### src/rtl/ssk_pkg.sv
// Shared constants and types for the strongest station keeper.
package ssk_pkg;

    localparam int NUM_SLOTS  = 6;
    localparam int SLOT_W     = $clog2(NUM_SLOTS + 1);
    localparam int LEVEL_W    = 16;
    localparam int FREQ_W     = 16;
    localparam int OUT_SLOT_W = 3;

    typedef logic signed [LEVEL_W-1:0] level_t;
    typedef logic [FREQ_W-1:0]         freq_t;
    typedef logic [SLOT_W-1:0]         slot_idx_t;

    localparam level_t EMPTY_LEVEL = -16'sd255;

    localparam logic OP_CLEAR = 1'b0;
    localparam logic OP_OFFER = 1'b1;

    typedef struct packed {
        logic      valid;
        level_t    lowest;
        slot_idx_t idx;
    } tok_t;

    typedef struct packed {
        logic      clear;
        logic      fill;
        logic      shift;
        slot_idx_t ptr;
    } cell_ctrl_t;

    typedef enum logic [2:0] {
        ST_IDLE,
        ST_CLEAR,
        ST_FILL,
        ST_SCAN,
        ST_SHIFT,
        ST_REJECT
    } state_t;

endpackage

### src/rtl/strongest_station_keeper.sv
// Top level: slot chain, sweep sequencer and result register.
//
// Keeps the NUM_SLOTS strongest stations of a sweep in a row of slot cells.
// One request is taken at a time. A clear or an offer into a table that is
// not yet full gives its single result once the result output is free. An offer
// into a full table first walks a search token through the cells, one cell
// per cycle, and the decision is taken when the token leaves the last cell;
// a rejected offer then gives one result, a stored one gives one result per
// cycle from the displaced slot up to slot NUM_SLOTS. A stalled result output
// holds the sequence. A new request is taken once the previous one has
// produced its final result.
module strongest_station_keeper
    import ssk_pkg::*;
(
    input  logic        clk,
    input  logic        rst_n,
    input  logic        s_axis_tvalid,
    output logic        s_axis_tready,
    input  logic [31:0] s_axis_tdata,   // signal_level[15:0], station_freq[31:16]
    input  logic [0:0]  s_axis_tuser,   // op[0]
    output logic        m_axis_tvalid,
    input  logic        m_axis_tready,
    output logic [39:0] m_axis_tdata,   // slot[2:0], slot_level[18:3], slot_freq[34:19],
                                        // filled[37:35], zero[39:38]
    output logic [0:0]  m_axis_tuser,   // stored[0]
    output logic        m_axis_tlast
);

    state_t    state_reg, state_next;
    slot_idx_t occ_reg, occ_next;
    slot_idx_t ptr_reg, ptr_next;
    logic      inj_reg, inj_next;
    level_t    off_level_reg, off_level_next;
    freq_t     off_freq_reg, off_freq_next;

    logic                  out_valid_reg, out_valid_next;
    logic                  out_stored_reg, out_stored_next;
    logic [OUT_SLOT_W-1:0] out_slot_reg, out_slot_next;
    level_t                out_level_reg, out_level_next;
    freq_t                 out_freq_reg, out_freq_next;
    logic [OUT_SLOT_W-1:0] out_filled_reg, out_filled_next;
    logic                  out_last_reg, out_last_next;

    cell_ctrl_t ctrl;
    level_t     cell_level [NUM_SLOTS];
    freq_t      cell_freq  [NUM_SLOTS];
    level_t     nxt_level  [NUM_SLOTS];
    freq_t      nxt_freq   [NUM_SLOTS];
    tok_t       tok        [NUM_SLOTS+1];

    logic   in_accept;
    logic   out_free;
    logic   full;
    level_t sel_level;
    freq_t  sel_freq;

    assign tok[0].valid  = inj_reg;
    assign tok[0].lowest = off_level_reg;
    assign tok[0].idx    = '0;

    genvar gi;
    generate
        for (gi = 0; gi < NUM_SLOTS; gi++)
        begin : g_cell
            if (gi == NUM_SLOTS - 1)
            begin : g_end
                assign nxt_level[gi] = off_level_reg;
                assign nxt_freq[gi]  = off_freq_reg;
            end
            else
            begin : g_mid
                assign nxt_level[gi] = cell_level[gi+1];
                assign nxt_freq[gi]  = cell_freq[gi+1];
            end

            ssk_cell u_cell (
                .clk         (clk),
                .rst_n       (rst_n),
                .slot_idx    (SLOT_W'(gi + 1)),
                .ctrl        (ctrl),
                .offer_level (off_level_reg),
                .offer_freq  (off_freq_reg),
                .nxt_level   (nxt_level[gi]),
                .nxt_freq    (nxt_freq[gi]),
                .tok_in      (tok[gi]),
                .level       (cell_level[gi]),
                .freq        (cell_freq[gi]),
                .tok_out     (tok[gi+1])
            );
        end
    endgenerate

    assign s_axis_tready = (state_reg == ST_IDLE);
    assign in_accept     = s_axis_tvalid && s_axis_tready;
    assign out_free      = !out_valid_reg || m_axis_tready;
    assign full          = (occ_reg == SLOT_W'(NUM_SLOTS));

    always_comb
    begin
        sel_level = nxt_level[0];
        sel_freq  = nxt_freq[0];
        for (int i = 0; i < NUM_SLOTS; i++)
        begin
            if (ptr_reg == SLOT_W'(i + 1))
            begin
                sel_level = nxt_level[i];
                sel_freq  = nxt_freq[i];
            end
        end
    end

    always_comb
    begin
        state_next     = state_reg;
        occ_next       = occ_reg;
        ptr_next       = ptr_reg;
        inj_next       = 1'b0;
        off_level_next = off_level_reg;
        off_freq_next  = off_freq_reg;

        out_valid_next  = out_valid_reg && !m_axis_tready;
        out_stored_next = out_stored_reg;
        out_slot_next   = out_slot_reg;
        out_level_next  = out_level_reg;
        out_freq_next   = out_freq_reg;
        out_filled_next = out_filled_reg;
        out_last_next   = out_last_reg;

        ctrl.clear = 1'b0;
        ctrl.fill  = 1'b0;
        ctrl.shift = 1'b0;
        ctrl.ptr   = ptr_reg;

        unique case (state_reg)
            ST_IDLE:
            begin
                if (in_accept)
                begin
                    off_level_next = level_t'(s_axis_tdata[15:0]);
                    off_freq_next  = s_axis_tdata[31:16];
                    if (s_axis_tuser[0] == OP_CLEAR)
                    begin
                        state_next = ST_CLEAR;
                    end
                    else if (!full)
                    begin
                        ptr_next   = occ_reg + SLOT_W'(1);
                        state_next = ST_FILL;
                    end
                    else
                    begin
                        inj_next   = 1'b1;
                        state_next = ST_SCAN;
                    end
                end
            end

            ST_CLEAR:
            begin
                if (out_free)
                begin
                    ctrl.clear      = 1'b1;
                    occ_next        = '0;
                    out_valid_next  = 1'b1;
                    out_stored_next = 1'b0;
                    out_slot_next   = '0;
                    out_level_next  = '0;
                    out_freq_next   = '0;
                    out_filled_next = '0;
                    out_last_next   = 1'b1;
                    state_next      = ST_IDLE;
                end
            end

            ST_FILL:
            begin
                if (out_free)
                begin
                    ctrl.fill       = 1'b1;
                    occ_next        = ptr_reg;
                    out_valid_next  = 1'b1;
                    out_stored_next = 1'b1;
                    out_slot_next   = OUT_SLOT_W'(ptr_reg);
                    out_level_next  = off_level_reg;
                    out_freq_next   = off_freq_reg;
                    out_filled_next = OUT_SLOT_W'(ptr_reg);
                    out_last_next   = 1'b1;
                    state_next      = ST_IDLE;
                end
            end

            ST_SCAN:
            begin
                if (tok[NUM_SLOTS].valid)
                begin
                    ptr_next = tok[NUM_SLOTS].idx;
                    if (tok[NUM_SLOTS].idx == '0)
                    begin
                        state_next = ST_REJECT;
                    end
                    else
                    begin
                        state_next = ST_SHIFT;
                    end
                end
            end

            ST_REJECT:
            begin
                if (out_free)
                begin
                    out_valid_next  = 1'b1;
                    out_stored_next = 1'b0;
                    out_slot_next   = '0;
                    out_level_next  = '0;
                    out_freq_next   = '0;
                    out_filled_next = OUT_SLOT_W'(occ_reg);
                    out_last_next   = 1'b1;
                    state_next      = ST_IDLE;
                end
            end

            ST_SHIFT:
            begin
                if (out_free)
                begin
                    ctrl.shift      = 1'b1;
                    out_valid_next  = 1'b1;
                    out_stored_next = 1'b1;
                    out_slot_next   = OUT_SLOT_W'(ptr_reg);
                    out_level_next  = sel_level;
                    out_freq_next   = sel_freq;
                    out_filled_next = OUT_SLOT_W'(occ_reg);
                    out_last_next   = full && (ptr_reg == occ_reg);
                    if (ptr_reg == SLOT_W'(NUM_SLOTS))
                    begin
                        state_next = ST_IDLE;
                    end
                    else
                    begin
                        ptr_next = ptr_reg + SLOT_W'(1);
                    end
                end
            end

            default:
            begin
                state_next = ST_IDLE;
            end
        endcase
    end

    always_ff @(posedge clk or negedge rst_n)
    begin
        if (!rst_n)
        begin
            state_reg     <= ST_IDLE;
            occ_reg       <= '0;
            ptr_reg       <= '0;
            inj_reg       <= 1'b0;
            out_valid_reg <= 1'b0;
        end
        else
        begin
            state_reg     <= state_next;
            occ_reg       <= occ_next;
            ptr_reg       <= ptr_next;
            inj_reg       <= inj_next;
            out_valid_reg <= out_valid_next;
        end
    end

    always_ff @(posedge clk)
    begin
        off_level_reg  <= off_level_next;
        off_freq_reg   <= off_freq_next;
        out_stored_reg <= out_stored_next;
        out_slot_reg   <= out_slot_next;
        out_level_reg  <= out_level_next;
        out_freq_reg   <= out_freq_next;
        out_filled_reg <= out_filled_next;
        out_last_reg   <= out_last_next;
    end

    assign m_axis_tvalid = out_valid_reg;
    assign m_axis_tdata  = {2'b00, out_filled_reg, out_freq_reg, out_level_reg, out_slot_reg};
    assign m_axis_tuser  = out_stored_reg;
    assign m_axis_tlast  = out_last_reg;

endmodule

### src/rtl/ssk_cell.sv
// One table slot: holds a station and passes the weakest-slot search token on.
module ssk_cell
    import ssk_pkg::*;
(
    input  logic       clk,
    input  logic       rst_n,
    input  slot_idx_t  slot_idx,
    input  cell_ctrl_t ctrl,
    input  level_t     offer_level,
    input  freq_t      offer_freq,
    input  level_t     nxt_level,
    input  freq_t      nxt_freq,
    input  tok_t       tok_in,
    output level_t     level,
    output freq_t      freq,
    output tok_t       tok_out
);

    level_t level_reg;
    level_t level_next;
    freq_t  freq_reg;
    freq_t  freq_next;
    tok_t   tok_reg;
    tok_t   tok_next;
    logic   hit;

    assign hit = (ctrl.ptr == slot_idx);

    always_comb
    begin
        level_next = level_reg;
        freq_next  = freq_reg;
        if (ctrl.clear)
        begin
            level_next = EMPTY_LEVEL;
        end
        else if (ctrl.fill && hit)
        begin
            level_next = offer_level;
            freq_next  = offer_freq;
        end
        else if (ctrl.shift && hit)
        begin
            level_next = nxt_level;
            freq_next  = nxt_freq;
        end

        tok_next = tok_in;
        if (tok_in.valid && (level_reg < tok_in.lowest))
        begin
            tok_next.lowest = level_reg;
            tok_next.idx    = slot_idx;
        end
    end

    always_ff @(posedge clk or negedge rst_n)
    begin
        if (!rst_n)
        begin
            level_reg <= EMPTY_LEVEL;
            tok_reg   <= '0;
        end
        else
        begin
            level_reg <= level_next;
            tok_reg   <= tok_next;
        end
    end

    always_ff @(posedge clk)
    begin
        freq_reg <= freq_next;
    end

    assign level   = level_reg;
    assign freq    = freq_reg;
    assign tok_out = tok_reg;

endmodule

### config.mk
export PLATFORM = sky130hd
export DESIGN_NAME = strongest_station_keeper
export DESIGN_NICKNAME = d
export VERILOG_FILES = /design/src/rtl/ssk_pkg.sv /design/src/rtl/strongest_station_keeper.sv /design/src/rtl/ssk_cell.sv
export SDC_FILE = /design/constraint.sdc
export NUM_CORES = 1
export LEC_CHECK = 0
export ABC_AREA = 1
export BUFFER_PORTS_ARGS = -buffer_cell sky130_fd_sc_hd__buf_2
export CORE_UTILIZATION = 44
export CTS_CLUSTER_DIAMETER = 50
export CTS_CLUSTER_SIZE = 10
export DETAILED_ROUTE_END_ITERATION = 8
export PLACE_DENSITY = 0.66
export SYNTH_ARGS = -nofsm -noshare
export SYNTH_HDL_FRONTEND = slang
export SYNTH_SLANG_ARGS = --single-unit
### constraint.sdc
create_clock -name clk -period 3.6 [get_ports clk]
set_clock_uncertainty 0.1 [all_clocks]
set_input_delay 0.72 -clock clk [delete_from_list [all_inputs] [get_ports clk]]
set_output_delay 0.72 -clock clk [all_outputs]
set_load 0.01 [all_outputs]
==> impl_metrics.ini <==
[finish]
finalNetCount = 2227
finish.instance_area_um2 = 20800
multi_input_combinational_cell_area_um2 = 7070
regArea_um2 = 9810
largest_register_ff_count = 100
synthToLayoutAreaGrowth_pct = 13.5
drive_above_1_share = 0.128
fillers = 3736
num_antenna_cells = 0

[timing]
tns_ns = 0
whs_ns = 0.0561
setup_ws_ns = 0.739
final.min_clock_period_ns = 2.86
tightest_pin_transition_ns = 1.04
fmax_ghz = 0.350
grt_setup_unrepaired = false
final-hold-violation-count = 0
report.final.slew_viol_count = 0
final.period_utilization = 0.795
slew-limit-headroom = 0.302
finalSetupViolCount = 0

[detailed_routing]
dr_total_vias = 15100
detail_route.iter0.violations = 1620
postRouteAntennaNets = 0
avgRoutedWirePerCell_um = 19.8
drt_wl_total_um = 52900
detail_route.vias_per_cell = 5.67
number_of_iterations_in_the_first_detailed_routing_pass = 5
detail_route.drc_violations = 0

[logic_synthesis]
synth.yosys.seq_area_share = 0.536
synth-edff-count = 152
syn_inst = 2039
cell_type_with_the_largest_total_area_after_synthesis = edfxtp_1
library_cell_with_the_highest_instance_count_after_synthesis = nand2_1
async_reset_ff_frac = 0.577
number_of_synthesis_warnings = 0
ys_seq_elements = 359
yosys-top-cells-area = edfxtp_1 (25%), dfrtp_1 (21%), nand2_1 (10%), dfstp_2 (7.8%), o21ai_0 (7.7%)
post_synth_most_frequent_cells = nand2_1 (506), o21ai_0 (283), inv_1 (261)
synth.top_cell.area_share = 0.249
synth.lib_cells_used.distinct = 40
mappedNetlistArea_um2 = 18300
yosys_most_used_dff = dfrtp_1
mapped_avg_cell_area_um2 = 8.98

[clocking]
cts-root-to-sink-buffers = 3
ctsHoldBuffers = 0
cts.clk_slew.worst_paths_ns = 0.06
cts_tree = built
number_of_h_tree_levels = 2
tritoncts.num_buffers = 47
clock_tree.root_cell = clkbuf_16
cts.repair.resized = 0
post-cts-setup-buffer-count = 0
insertion_delay_ns = 0.58
tritoncts_num_sinks = 359

[floorplanning]
design.core.area_um2 = 40900
num_rows = 74
fp.dieH_um = 206
ioPinCount = 81
die-area_um2 = 42400
die-width_um = 206
starting_density = 0.447

[power]
max-vdd-ir-drop_mv = 0.353
total_leakage_power_uw = 0.00978
p_per_area_nw_per_um2 = 679

[run]
maxCapViolations = 0

[critical_path]
reg2reg_depth = 8
end_kind = register
crit_arrival_ns = 2.95
highest_net_fanout_along_the_worst_path = 18
critical_path.startpoint_type = register
crit_required_ns = 3.69
regToRegEndpoint = g_cell[3].u_cell.freq[7]$_DFFE_PP_
setup.worst_path.class = reg -> reg
rrSetupSlack_ns = 0.74
critical_path.reg2reg.startpoint = state_reg[1]$_DFFE_PN0P_

[place]
routabilityCongestion = 0.934
numPortBuffers = 78
hpwl_um = 37200
placed_area_um2 = 19300
dpl_worst_slack_ns = 0.813

[global_routing]
global_route_wire_length_before_repair_um = 82200
grt_overflow = 0
grt_pass1_vias = 14500
groute.usage.overall = 0.254
maximum_number_of_pins_on_one_net_before_global_route_repair = 79
grt_antenna_before_repair = 0

[run_status]
result_of_the_run = complete, no violations

[min_path]
hold_path_class = in -> async
[through the flow]
step	utilization	std cells	total power, uW
after floorplan	-	2040	7970
after global placement	0.471	2582	9340
after detailed placement	0.471	2582	9450
after CTS	0.508	2669	14100
after global routing	0.508	2669	14800
final	0.508	2669	14100
[cell type report]
type,count,share of cell area
sequential,359,0.472
multi-input combinational,1311,0.340
clock buffer,75,0.0651
inverter,271,0.0491
timing repair buffer,109,0.0334
tap,532,0.0320
clock inverter,12,0.00825
[worst max path at each step]
stage	from	endpoint	slack, ns
3_3_place_gp	state_reg[1]$_DFFE_PN0P_	g_cell[2].u_cell.freq[8]$_DFFE_PP_	0.88
2_1_floorplan	state_reg[0]$_DFFE_PN0P_	out_freq_reg[0]$_DFFE_PP_	0.89
5_1_grt	g_cell[1].u_cell.level[13]$_DFFE_PN1P_	g_cell[1].u_cell.tok_out[7]$_DFF_PN0_	0.57
6_report	state_reg[1]$_DFFE_PN0P_	g_cell[3].u_cell.freq[7]$_DFFE_PP_	0.74
4_1_cts	state_reg[1]$_DFFE_PN0P_	g_cell[2].u_cell.freq[7]$_DFFE_PP_	0.80
3_5_place_dp	state_reg[1]$_DFFE_PN0P_	g_cell[2].u_cell.freq[1]$_DFFE_PP_	0.81
[power by group]
part	internal, uW	leakage, uW	switching [uW]
registers	5140	0.00391	436
logic	1100	0.00514	2790
clock network	2860	0.000728	1790
total	9100	0.00978	5010
[critical path, stage by stage (launching register included)]
cell     delay, ns
dfrtp_1       0.44
nor2_2        0.16
nand2_1       0.37
nand2_2       0.24
inv_2         0.13
nor2_8        0.15
nand2_2       0.05
buf_4         0.22
inv_1         0.59
[kinds of logic after synthesis]
family	count (synthesis)	share of synthesized area
DFF	359	0.536
and+or+nand+nor	734	0.176
buffers and inverters	370	0.0796
adders and majority gates	91	0.0622
AOI/OAI and AO/OA	483	0.145
xor gates and xnor gates	1	0.000479
other	1	0.000205
[layer usage]
metal / vias up / wire length (um) / part of all wire / global-route usage
li1: 7036 / - / - / -
met1: 7263 / 23100 / 0.44 / 0.354
met2: 713 / 22900 / 0.43 / 0.376
met3: 132 / 4780 / 0.090 / 0.0602
met4: 0 / 2110 / 0.040 / 0.108
met5: - / 0 / 0 / 0
[placed cells by master (no fill, tap or decap), types with 54 or more instances in the layout]
cell,n
edfxtp_1,152
buf_2,77
dfrtp_1,153
ha_1,91
o21ai_0,283
nand4_1,83
o22ai_1,65
nand2_1,504
dfstp_2,54
inv_1,261
Power figures use the tool's default switching activity.
